**src/hdl/assert_macros.svh**
```systemverilog
// ---------------------------------------------------------------------------
// assert_macros.svh
// Concurrent assertion shorthands, sampled on clk, off while arst_n is low.
// ---------------------------------------------------------------------------
`ifndef ASSERT_MACROS_SVH
`define ASSERT_MACROS_SVH

// Property holds at every edge (may itself be an implication).
`define FSG_ASSERT(lbl, prop, msg) \
	lbl: assert property (@(posedge clk) disable iff (!arst_n) (prop)) \
		else $error(msg);

// Antecedent at one edge implies consequent at the next edge.
`define FSG_ASSERT_NEXT(lbl, ante, cons, msg) \
	lbl: assert property (@(posedge clk) disable iff (!arst_n) (ante) |=> (cons)) \
		else $error(msg);

`endif

```
**src/hdl/fsg_pkg.sv**
```systemverilog
// ---------------------------------------------------------------------------
// fsg_pkg
// Shared constants, codes and types of the fire spread grid stencil.
// ---------------------------------------------------------------------------
package fsg_pkg;

	// Largest supported grid edge.
	localparam int MAX_WIDTH = 32;
	// Row / column counter width.
	localparam int CNT_W     = $clog2(MAX_WIDTH);
	// Grid width register and effective width.
	localparam int WID_W     = 6;
	// Cell code width.
	localparam int CELL_W    = 3;
	// Configuration port.
	localparam int CFG_IDX_W = 4;
	localparam int CFG_DAT_W = 6;
	// Front to back queue.
	localparam int Q_DEPTH   = 4;
	localparam int Q_PTR_W   = $clog2(Q_DEPTH);
	localparam int Q_CNT_W   = $clog2(Q_DEPTH + 1);

	// Cell codes.
	localparam logic [CELL_W-1:0] ST_UNTOUCHED = 3'd0;
	localparam logic [CELL_W-1:0] ST_BURNING   = 3'd1;
	localparam logic [CELL_W-1:0] ST_BURNING2  = 3'd2;
	localparam logic [CELL_W-1:0] ST_BURNT     = 3'd3;
	localparam logic [CELL_W-1:0] ST_ROCK      = 3'd4;

	// Neighborhood modes.
	localparam logic MODE_MOORE = 1'b0;
	localparam logic MODE_STAR  = 1'b1;

	// Register indexes.
	localparam logic [CFG_IDX_W-1:0] REG_GRID_WIDTH = 4'd0;
	localparam logic [CFG_IDX_W-1:0] REG_NBR_MODE   = 4'd1;

	// One classified item on its way to the back end.
	typedef struct packed {
		logic [CELL_W-1:0] code;
		logic              first;
		logic              last;
	} cell_item_t;

	// Live configuration seen by the back end.
	typedef struct packed {
		logic [WID_W-1:0] width;
		logic             mode;
	} cfg_t;

endpackage

```
**src/hdl/fire_spread_grid_stencil.sv**
```systemverilog
// ---------------------------------------------------------------------------
// fire_spread_grid_stencil
// Forest fire automaton over a raster stream of grid cells: next-generation
// state of each cell from a 3x3 window held in two row delay lines.
// ---------------------------------------------------------------------------
//  channel  | handshake            | payload
//  ---------+----------------------+-----------------------------------
//  cfg      | cfg_valid/cfg_ready  | cfg_index (0 width, 1 mode), cfg_data
//  in       | in_valid/in_ready    | cell_state
//  out      | out_valid/out_ready  | next_state, frame_last
//
//  One item per cycle in and out when not stalled; a cell's result is loaded
//  when the cell W+1 places later leaves the queue, and shows on out the cycle after.
//  Frame end: W+1 padding steps (one result each, no pop) drain the window;
//  at full rate the 4-entry queue takes three more items, then input stalls.
//  Reset (arst_n low) gives width 32, Moore mode, frame start.
//  A stalled output holds the back end; the 4-entry queue absorbs it first.
// ---------------------------------------------------------------------------
module fire_spread_grid_stencil (
	input  logic                          clk,
	input  logic                          arst_n,
	input  logic                          cfg_valid,
	output logic                          cfg_ready,
	input  logic [fsg_pkg::CFG_IDX_W-1:0] cfg_index,
	input  logic [fsg_pkg::CFG_DAT_W-1:0] cfg_data,
	input  logic                          in_valid,
	output logic                          in_ready,
	input  logic [fsg_pkg::CELL_W-1:0]    cell_state,
	output logic                          out_valid,
	input  logic                          out_ready,
	output logic [fsg_pkg::CELL_W-1:0]    next_state,
	output logic                          frame_last
);

	// front -> queue
	logic                q_ready;
	logic                q_push;
	fsg_pkg::cell_item_t q_in_item;
	// queue -> back
	logic                q_valid;
	logic                q_pop;
	fsg_pkg::cell_item_t q_out_item;
	// live config (width already clamped)
	fsg_pkg::cfg_t       cfg;

	// counters and frame tags
	fsg_front u_front (
		.clk        (clk),
		.arst_n     (arst_n),
		.cfg_valid  (cfg_valid),
		.cfg_ready  (cfg_ready),
		.cfg_index  (cfg_index),
		.cfg_data   (cfg_data),
		.in_valid   (in_valid),
		.in_ready   (in_ready),
		.cell_state (cell_state),
		.q_ready    (q_ready),
		.q_push     (q_push),
		.q_item     (q_in_item),
		.cfg        (cfg)
	);

	// decouples input from flush and output stalls
	fsg_queue u_queue (
		.clk        (clk),
		.arst_n     (arst_n),
		.push       (q_push),
		.push_item  (q_in_item),
		.push_ready (q_ready),
		.pop        (q_pop),
		.pop_valid  (q_valid),
		.pop_item   (q_out_item)
	);

	// window, rule, flush, output register
	fsg_back u_back (
		.clk        (clk),
		.arst_n     (arst_n),
		.cfg        (cfg),
		.q_valid    (q_valid),
		.q_item     (q_out_item),
		.q_pop      (q_pop),
		.out_valid  (out_valid),
		.out_ready  (out_ready),
		.next_state (next_state),
		.frame_last (frame_last)
	);

endmodule

```
**src/hdl/fsg_front.sv**
```systemverilog
// ---------------------------------------------------------------------------
// fsg_front
// Config registers, raster position counters and frame tagging of items.
// ---------------------------------------------------------------------------
module fsg_front (
	input  logic                           clk,
	input  logic                           arst_n,
	input  logic                           cfg_valid,
	output logic                           cfg_ready,
	input  logic [fsg_pkg::CFG_IDX_W-1:0]  cfg_index,
	input  logic [fsg_pkg::CFG_DAT_W-1:0]  cfg_data,
	input  logic                           in_valid,
	output logic                           in_ready,
	input  logic [fsg_pkg::CELL_W-1:0]     cell_state,
	input  logic                           q_ready,
	output logic                           q_push,
	output fsg_pkg::cell_item_t            q_item,
	output fsg_pkg::cfg_t                  cfg
);

	logic [fsg_pkg::WID_W-1:0] grid_width_q;
	logic                      mode_q;
	logic [fsg_pkg::CNT_W-1:0] col_q;
	logic [fsg_pkg::CNT_W-1:0] row_q;
	logic [fsg_pkg::WID_W-1:0] eff_w;
	logic                      is_first;
	logic                      is_last;
	logic                      col_end;

	assign cfg_ready = 1'b1;

	// clamp width into 2..MAX_WIDTH
	always_comb begin
		if (grid_width_q < fsg_pkg::WID_W'(2)) begin
			eff_w = fsg_pkg::WID_W'(2);
		end else if (grid_width_q > fsg_pkg::WID_W'(fsg_pkg::MAX_WIDTH)) begin
			eff_w = fsg_pkg::WID_W'(fsg_pkg::MAX_WIDTH);
		end else begin
			eff_w = grid_width_q;
		end
	end

	assign col_end  = (fsg_pkg::WID_W'(col_q) == eff_w - fsg_pkg::WID_W'(1));
	assign is_first = (col_q == '0) && (row_q == '0);
	assign is_last  = col_end && (fsg_pkg::WID_W'(row_q) == eff_w - fsg_pkg::WID_W'(1));

	assign in_ready     = q_ready;
	assign q_push       = in_valid && q_ready;
	assign q_item.code  = cell_state;
	assign q_item.first = is_first;
	assign q_item.last  = is_last;

	assign cfg.width = eff_w;
	assign cfg.mode  = mode_q;

	always_ff @(posedge clk or negedge arst_n) begin
		if (!arst_n) begin
			grid_width_q <= fsg_pkg::WID_W'(32);
			mode_q       <= fsg_pkg::MODE_MOORE;
			col_q        <= '0;
			row_q        <= '0;
		end else if (cfg_valid && cfg_ready) begin
			unique case (cfg_index)
				fsg_pkg::REG_GRID_WIDTH: begin
					grid_width_q <= cfg_data;
					col_q        <= '0;
					row_q        <= '0;
				end
				fsg_pkg::REG_NBR_MODE: begin
					mode_q <= cfg_data[0];
				end
				default: begin
				end
			endcase
		end else if (q_push) begin
			if (is_last) begin
				col_q <= '0;
				row_q <= '0;
			end else if (col_end) begin
				col_q <= '0;
				row_q <= row_q + fsg_pkg::CNT_W'(1);
			end else begin
				col_q <= col_q + fsg_pkg::CNT_W'(1);
			end
		end
	end

endmodule

```
**src/hdl/fsg_queue.sv**
```systemverilog
// ---------------------------------------------------------------------------
// fsg_queue
// Small flop FIFO between front and back end.
// ---------------------------------------------------------------------------
module fsg_queue (
	input  logic                clk,
	input  logic                arst_n,
	input  logic                push,
	input  fsg_pkg::cell_item_t push_item,
	output logic                push_ready,
	input  logic                pop,
	output logic                pop_valid,
	output fsg_pkg::cell_item_t pop_item
);

	fsg_pkg::cell_item_t         mem_q [fsg_pkg::Q_DEPTH];
	logic [fsg_pkg::Q_PTR_W-1:0] wr_ptr_q;
	logic [fsg_pkg::Q_PTR_W-1:0] rd_ptr_q;
	logic [fsg_pkg::Q_CNT_W-1:0] count_q;

	assign push_ready = (count_q != fsg_pkg::Q_CNT_W'(fsg_pkg::Q_DEPTH));
	assign pop_valid  = (count_q != '0);
	assign pop_item   = mem_q[rd_ptr_q];

	always_ff @(posedge clk) begin
		if (push) begin
			mem_q[wr_ptr_q] <= push_item;
		end
	end

	always_ff @(posedge clk or negedge arst_n) begin
		if (!arst_n) begin
			wr_ptr_q <= '0;
			rd_ptr_q <= '0;
			count_q  <= '0;
		end else begin
			if (push) begin
				wr_ptr_q <= wr_ptr_q + fsg_pkg::Q_PTR_W'(1);
			end
			if (pop) begin
				rd_ptr_q <= rd_ptr_q + fsg_pkg::Q_PTR_W'(1);
			end
			case ({push, pop})
				2'b10:   count_q <= count_q + fsg_pkg::Q_CNT_W'(1);
				2'b01:   count_q <= count_q - fsg_pkg::Q_CNT_W'(1);
				default: count_q <= count_q;
			endcase
		end
	end

endmodule

```
**src/hdl/fsg_back.sv**
```systemverilog
// ---------------------------------------------------------------------------
// fsg_back
// Row delay lines, 3x3 window, next-state rule, end-of-frame flush and
// output register.
// ---------------------------------------------------------------------------
`include "assert_macros.svh"

module fsg_back (
	input  logic                       clk,
	input  logic                       arst_n,
	input  fsg_pkg::cfg_t              cfg,
	input  logic                       q_valid,
	input  fsg_pkg::cell_item_t        q_item,
	output logic                       q_pop,
	output logic                       out_valid,
	input  logic                       out_ready,
	output logic [fsg_pkg::CELL_W-1:0] next_state,
	output logic                       frame_last
);

	// window: t = two rows up, m = one row up (center row), b = newest row
	logic [fsg_pkg::CELL_W-1:0] line1_q [fsg_pkg::MAX_WIDTH];
	logic                       line2_q [fsg_pkg::MAX_WIDTH];
	logic [fsg_pkg::CELL_W-1:0] m1_q;
	logic                       m2_q;
	logic                       t1_q;
	logic                       t2_q;
	logic                       b1_q;
	logic                       b2_q;

	logic [fsg_pkg::WID_W-1:0]  fill_q;
	logic [fsg_pkg::CNT_W-1:0]  cc_q;
	logic [fsg_pkg::CNT_W-1:0]  cr_q;
	logic                       flush_q;
	logic [fsg_pkg::WID_W-1:0]  pad_q;

	logic                       out_valid_q;
	logic [fsg_pkg::CELL_W-1:0] next_q;
	logic                       last_q;

	logic [fsg_pkg::CELL_W-1:0] x_cell;
	logic                       x_burn;
	logic [fsg_pkg::CELL_W-1:0] m0;
	logic                       t0;
	logic                       first;
	logic                       emit;
	logic                       step;
	logic [fsg_pkg::WID_W-1:0]  w_m1;
	logic                       up_ok, dn_ok, lf_ok, rt_ok;
	logic                       hot;
	logic [fsg_pkg::CELL_W-1:0] nxt;

	// padding cells during flush never burn
	assign x_cell = flush_q ? fsg_pkg::ST_UNTOUCHED : q_item.code;
	assign x_burn = (x_cell == fsg_pkg::ST_BURNING);
	assign m0     = line1_q[0];
	assign t0     = line2_q[0];
	assign w_m1   = cfg.width - fsg_pkg::WID_W'(1);

	// fill_q saturates at W+1: results start once W+1 cells are in
	assign first = !flush_q && q_item.first;
	assign emit  = flush_q || (!first && (fill_q == cfg.width + fsg_pkg::WID_W'(1)));
	assign step  = (flush_q || q_valid) && (!emit || !out_valid_q || out_ready);
	assign q_pop = step && !flush_q;

	// grid edges of the center cell
	assign up_ok = (cr_q != '0);
	assign dn_ok = (fsg_pkg::WID_W'(cr_q) != w_m1);
	assign lf_ok = (cc_q != '0);
	assign rt_ok = (fsg_pkg::WID_W'(cc_q) != w_m1);

	always_comb begin
		hot = (t1_q && up_ok) || (b1_q && dn_ok) || (m2_q && lf_ok) ||
		      ((m0 == fsg_pkg::ST_BURNING) && rt_ok);
		if (cfg.mode == fsg_pkg::MODE_MOORE) begin
			hot = hot || (t2_q && up_ok && lf_ok) || (t0 && up_ok && rt_ok) ||
			      (b2_q && dn_ok && lf_ok) || (x_burn && dn_ok && rt_ok);
		end
	end

	always_comb begin
		unique case (m1_q) inside
			fsg_pkg::ST_BURNING:                   nxt = fsg_pkg::ST_BURNING2;
			fsg_pkg::ST_BURNING2, fsg_pkg::ST_BURNT: nxt = fsg_pkg::ST_BURNT;
			fsg_pkg::ST_ROCK:                      nxt = fsg_pkg::ST_ROCK;
			default: nxt = hot ? fsg_pkg::ST_BURNING : fsg_pkg::ST_UNTOUCHED;
		endcase
	end

	// variable-length row delay: new cell enters at stage W-1
	for (genvar j = 0; j < fsg_pkg::MAX_WIDTH; j++) begin : g_line
		if (j == fsg_pkg::MAX_WIDTH - 1) begin : g_tail
			always_ff @(posedge clk) begin
				if (step) begin
					line1_q[j] <= x_cell;
					line2_q[j] <= (m0 == fsg_pkg::ST_BURNING);
				end
			end
		end else begin : g_mid
			always_ff @(posedge clk) begin
				if (step) begin
					if (fsg_pkg::WID_W'(j + 1) == cfg.width) begin
						line1_q[j] <= x_cell;
						line2_q[j] <= (m0 == fsg_pkg::ST_BURNING);
					end else begin
						line1_q[j] <= line1_q[j+1];
						line2_q[j] <= line2_q[j+1];
					end
				end
			end
		end
	end

	always_ff @(posedge clk) begin
		if (step) begin
			b1_q <= x_burn;
			b2_q <= b1_q;
			m1_q <= m0;
			m2_q <= (m1_q == fsg_pkg::ST_BURNING);
			t1_q <= t0;
			t2_q <= t1_q;
		end
		if (step && emit) begin
			next_q <= nxt;
			last_q <= flush_q && (pad_q == '0);
		end
	end

	always_ff @(posedge clk or negedge arst_n) begin
		if (!arst_n) begin
			fill_q      <= '0;
			cc_q        <= '0;
			cr_q        <= '0;
			flush_q     <= 1'b0;
			pad_q       <= '0;
			out_valid_q <= 1'b0;
		end else begin
			if (step) begin
				if (first) begin
					fill_q <= fsg_pkg::WID_W'(1);
					cc_q   <= '0;
					cr_q   <= '0;
				end else begin
					if (fill_q != cfg.width + fsg_pkg::WID_W'(1)) begin
						fill_q <= fill_q + fsg_pkg::WID_W'(1);
					end
					if (emit) begin
						if (fsg_pkg::WID_W'(cc_q) == w_m1) begin
							cc_q <= '0;
							cr_q <= cr_q + fsg_pkg::CNT_W'(1);
						end else begin
							cc_q <= cc_q + fsg_pkg::CNT_W'(1);
						end
					end
				end
				// final cell: run W+1 padding steps to drain the window
				if (flush_q) begin
					if (pad_q == '0) begin
						flush_q <= 1'b0;
					end else begin
						pad_q <= pad_q - fsg_pkg::WID_W'(1);
					end
				end else if (q_item.last) begin
					flush_q <= 1'b1;
					pad_q   <= cfg.width;
				end
			end
			if (step && emit) begin
				out_valid_q <= 1'b1;
			end else if (out_ready) begin
				out_valid_q <= 1'b0;
			end
		end
	end

	assign out_valid  = out_valid_q;
	assign next_state = next_q;
	assign frame_last = last_q;

	`FSG_ASSERT(a_center_in_grid, (step && emit) |-> ((fsg_pkg::WID_W'(cc_q) < cfg.width) && (fsg_pkg::WID_W'(cr_q) < cfg.width)), "result center outside grid")
	`FSG_ASSERT(a_no_pop_in_flush, !(flush_q && q_pop), "queue popped during flush")
	`FSG_ASSERT_NEXT(a_flush_ends, step && flush_q && (pad_q == '0), !flush_q, "flush did not end after last padding step")

endmodule

```
**config.mk**
```make
export PLATFORM = sky130hd
export DESIGN_NAME = fire_spread_grid_stencil
export DESIGN_NICKNAME = d
export VERILOG_FILES = /design/src/hdl/fsg_pkg.sv /design/src/hdl/fire_spread_grid_stencil.sv /design/src/hdl/fsg_front.sv /design/src/hdl/fsg_queue.sv /design/src/hdl/fsg_back.sv
export VERILOG_INCLUDE_DIRS = /design/src /design/src/hdl
export SDC_FILE = /design/constraint.sdc
export NUM_CORES = 1
export LEC_CHECK = 0
export BUFFER_PORTS_ARGS = -buffer_cell sky130_fd_sc_hd__buf_4
export CELL_PAD_IN_SITES_DETAIL_PLACEMENT = 1
export CELL_PAD_IN_SITES_GLOBAL_PLACEMENT = 1
export CORE_MARGIN = 2
export CORE_UTILIZATION = 39
export CTS_CLUSTER_SIZE = 20
export DETAILED_ROUTE_END_ITERATION = 12
export PLACE_DENSITY_LB_ADDON = 0.2
export SLEW_MARGIN = 15
export SYNTH_ARGS = -nofsm -noshare
export SYNTH_HDL_FRONTEND = slang
export SYNTH_SLANG_ARGS = --single-unit
```
**constraint.sdc**
```tcl
create_clock -name clk -period 7.9 [get_ports clk]
set_input_delay 1.185 -clock clk [delete_from_list [all_inputs] [get_ports clk]]
set_output_delay 1.185 -clock clk [all_outputs]
set_load 0.005 [all_outputs]
```
==> summary.md <==
| Metric | Value |
|---|---|
| Power Dens Cells | 459 nW/um^2 |
| Tightest Pin Transition | 1.05 ns |
| Worst slew margin | 28.9% |
| Detailed placement HPWL | 14.5 mm |
| Total Wirelength | 21.6 mm |
| Reg area | 6010 um^2 |
| Worst path most repeated cell | buf_4 |
| Max Buffers Root-to-Sink | 3 |
| CTS buffer count | 24 |
| Worst path top cell family by delay | buffers and inverters |
| Reg2reg start | u_front.grid_width_q[3] |
| Utilization after layout | 44.0% |
| Final net count | around 800 |
| # fillers | 2630 |
| CP Class | reg2reg |
| Syn_area_per_cell | 13.8 um^2 |
| Area occupied by multi-input gates | 3890 um^2 |
| DIE WIDTH | 165 um |
| Commonest non-fill, non-tap cell in the layout | edfxtp_1 |
| Post-synth top area share | 47.3% |
| Commonest non-fill, non-tap cells in the layout | 160 x edfxtp_1, 131 x mux2_2, 47 x dfrtp_1 |
| Setup Fix Bufs, Post-CTS | 0 |
| Max Fclk | 0.210 GHz |
| Crit share post-route | 60.2% |
| Area leader, netlist | edfxtp_1 |
| First-pass GRT wire length | 34.7 mm |
| Vias per cell | between 5 and 6 |
| Finished layout cell area | 11400 um^2 |
| WP data required | 8.29 ns |
| I/O pins | 25 |
| Clk sinks | 208 |
| Die Area | 27400 um^2 |
| Fin crit period | 4.75 ns |
| Post-synth EDFFs | 160 |
| H-tree depth | 1 |
| DRC viols | 0 |
| Clock slew at reported path FFs | 0.06 ns |
| Final hold violation count | 0 |
| Post-Syn Nets | 774 |
| Largest cells by area after synthesis | edfxtp_1 47%, mux2_2 15%, dfrtp_1 12% |
| Register area share after synthesis | about three fifths |
| Finish-stage setup viols | 0 |
| Slew Viols, Final | 0 |
| Layout area overhead | 12.0% |
| CP peak stage delay | 0.79 ns |
| Initial Utilization | 39.3% |
| Clk Latency, worst-skew pair | 0.52 ns |
| Worst EP arrival | 5.15 ns |
| GR Overflow Total | 0 |
| Leak pwr | 4.32 nW |
| Core area | about 26000 um^2 |
| Vias in the first global route | around 6.2k |
| CP max-delay cell | buf_4 |
| CP Max Fanout | 93 |
| Hold_buf cts | 0 |
| Main synth FF type | edfxtp_1 |
| Cell variety after synth | 69 |
| Routed WL per cell | slightly below 20 um |
| Outcome | completed |
| FP Rows | 59 |
| Max-cap violations | 0 |
| PortBufs | 23 |
| Syn Inst Count | 735 |
| Min Hold Slack | between 0.4 and 0.5 ns |
| Synth Register Bits | 208 |
| Number of routed nets with antenna violations | 0 |
| Initial antenna violation count | 0 |
| DR pass1 iterations | 4 |
| Worst path bufs/invs | 4 |
| Hold path startpoint | u_back.line1_q[0][0] |
| Min-Delay Path Class | reg2reg |
| Critical Path Source | u_front.grid_width_q[3] |
| Die height | 165 um |
| Yosys Warn Count | 0 |
| Skew final | ~0.011 ns |
| Share of cells above drive strength 1 | 30.5% |
| Total global-route track usage | about 16% |
| Startpoint Class | register |
| Vias | 5919 |
| IR drop worst, VDD | 0.170 mV |
| Number of diodes | 0 |
| Asr flop ratio synth | a little under a quarter |
| Setup_tns | 0 ns |
| CTS tree | built |
| Largest net degree at the start of global routing | 94 |
| DRT iter0 DRCs | 412 |
| Clk root buf | clkbuf_16 |
| Critical Path End Type | register |
| Design Power | 5.22 mW |
| Post-Syn Area | slightly above 10000 um^2 |
| GPL Wtd Cong | 0.783 |
| Post-CTS sizing | 0 |
| Cell Chain, Critical Path | or4_1 -> nand2_1 -> inv_2 -> ha_1 -> nand3_2 -> xor2_1 -> or4b_1 -> o311ai_2 -> nand2_4 -> o31ai_2 -> buf_4 -> inv_6 -> buf_4 -> nand3b_1 -> xnor2_1 |
| Placed Area | 10600 um^2 |
| RSZ-0062 raised after global routing | false |
-- layer usage --
layer | up-vias | wire length [um] | global-route usage [%]
li1 | 2795 | - | -
met1 | 3030 | 10200 | 22.4
met2 | 59 | 10500 | 27.2
met3 | 35 | 596 | 2.22
met4 | 0 | 403 | 4.39
met5 | - | 0 | 0
-- cells by family (layout without fill, tap and decap cells) --
group | after synthesis | count (layout) | share of synthesized area [%]
muxes | 138 | 138 | 15.8
xor gates and xnor gates | 38 | 38 | 3.55
DFF | 208 | 208 | 59.1
other | 1 | 1 | 0.0369
AOI/OAI and AO/OA | 107 | 107 | 7.55
adders and majority gates | 21 | 21 | 2.66
buffers and inverters | 64 | 100 | 2.75
and+or+nand+nor | 158 | 158 | 8.49
-- per-stage QoR --
step / instances / worst slack (ns)
floorplan: 735 / 2.88
global placement: 1062 / 3.19
finish: 1106 / 3.15
CTS: 1106 / 3.04
detailed placement: 1062 / 3.08
global route: 1106 / 2.74
-- cell usage after synthesis, types with 3 or more instances --
master,count
a21o_1,4
a22o_1,4
o41ai_1,3
buf_2,10
xor2_1,15
nor2b_1,15
nand2_1,34
nor3b_1,3
and3_1,6
mux4_2,5
o21ai_2,16
buf_4,3
nand4_1,4
o31ai_1,6
o21ai_0,21
nor4_1,5
o211ai_1,3
nand3_1,17
a31oi_1,15
edfxtp_1,160
or4_1,5
inv_1,25
xnor2_1,21
nand2b_1,10
o31a_1,3
mux2_2,131
ha_1,20
nor4b_1,4
nor3_1,9
nor2_1,29
a21oi_1,15
clkbuf_1,21
dfrtp_1,47
-- power by group --
group / switching (mW) / total [mW] / internal, mW / leakage, nW
Clock: 0.441 / 1.03 / 0.590 / 0.348
Sequential: 0.257 / 2.19 / 1.94 / 2.25
Combinational: 1.10 / 1.99 / 0.888 / 1.72
-- area by class of cell --
type,instances,share of cell area [%]
flip-flops and latches,208,52.8
multi-input cells,463,34.2
clock buffers,27,5.38
well taps,335,3.68
repair buffers,29,1.91
clock inverters,17,1.08
inverters,27,0.935
-- flip-flops by register name, summed over array words and instances, names as in the netlist, 2 cells and up --
register and flops:
u_front.col_q 5, u_queue.mem_q 20, u_back.cc_q 5, u_queue.rd_ptr_q 2, u_back.cr_q 5, u_queue.wr_ptr_q 2, u_front.grid_width_q 6, u_back.next_state 3
u_front.row_q 5, u_back.line1_q 96, u_queue.count_q 3, u_back.line2_q 32, u_back.m1_q 3, u_back.pad_q 6, u_back.fill_q 6
-- worst paths after layout --
check / endpoint / cells past startpoint / slack [ns]
max in group asynchronous: u_back.cc_q[1] / 1 / 6.73
worst min register to register: u_back.m1_q[0] / 0 / 0.45
worst max-delay path: u_queue.rd_ptr_q[1] / 15 / 3.15
worst max register to register: u_queue.rd_ptr_q[1] / 15 / 3.15
min in group asynchronous: u_queue.wr_ptr_q[1] / 1 / 0.70
worst min-delay path: u_back.m1_q[0] / 0 / 0.45
Power figures use the tool's default switching activity.
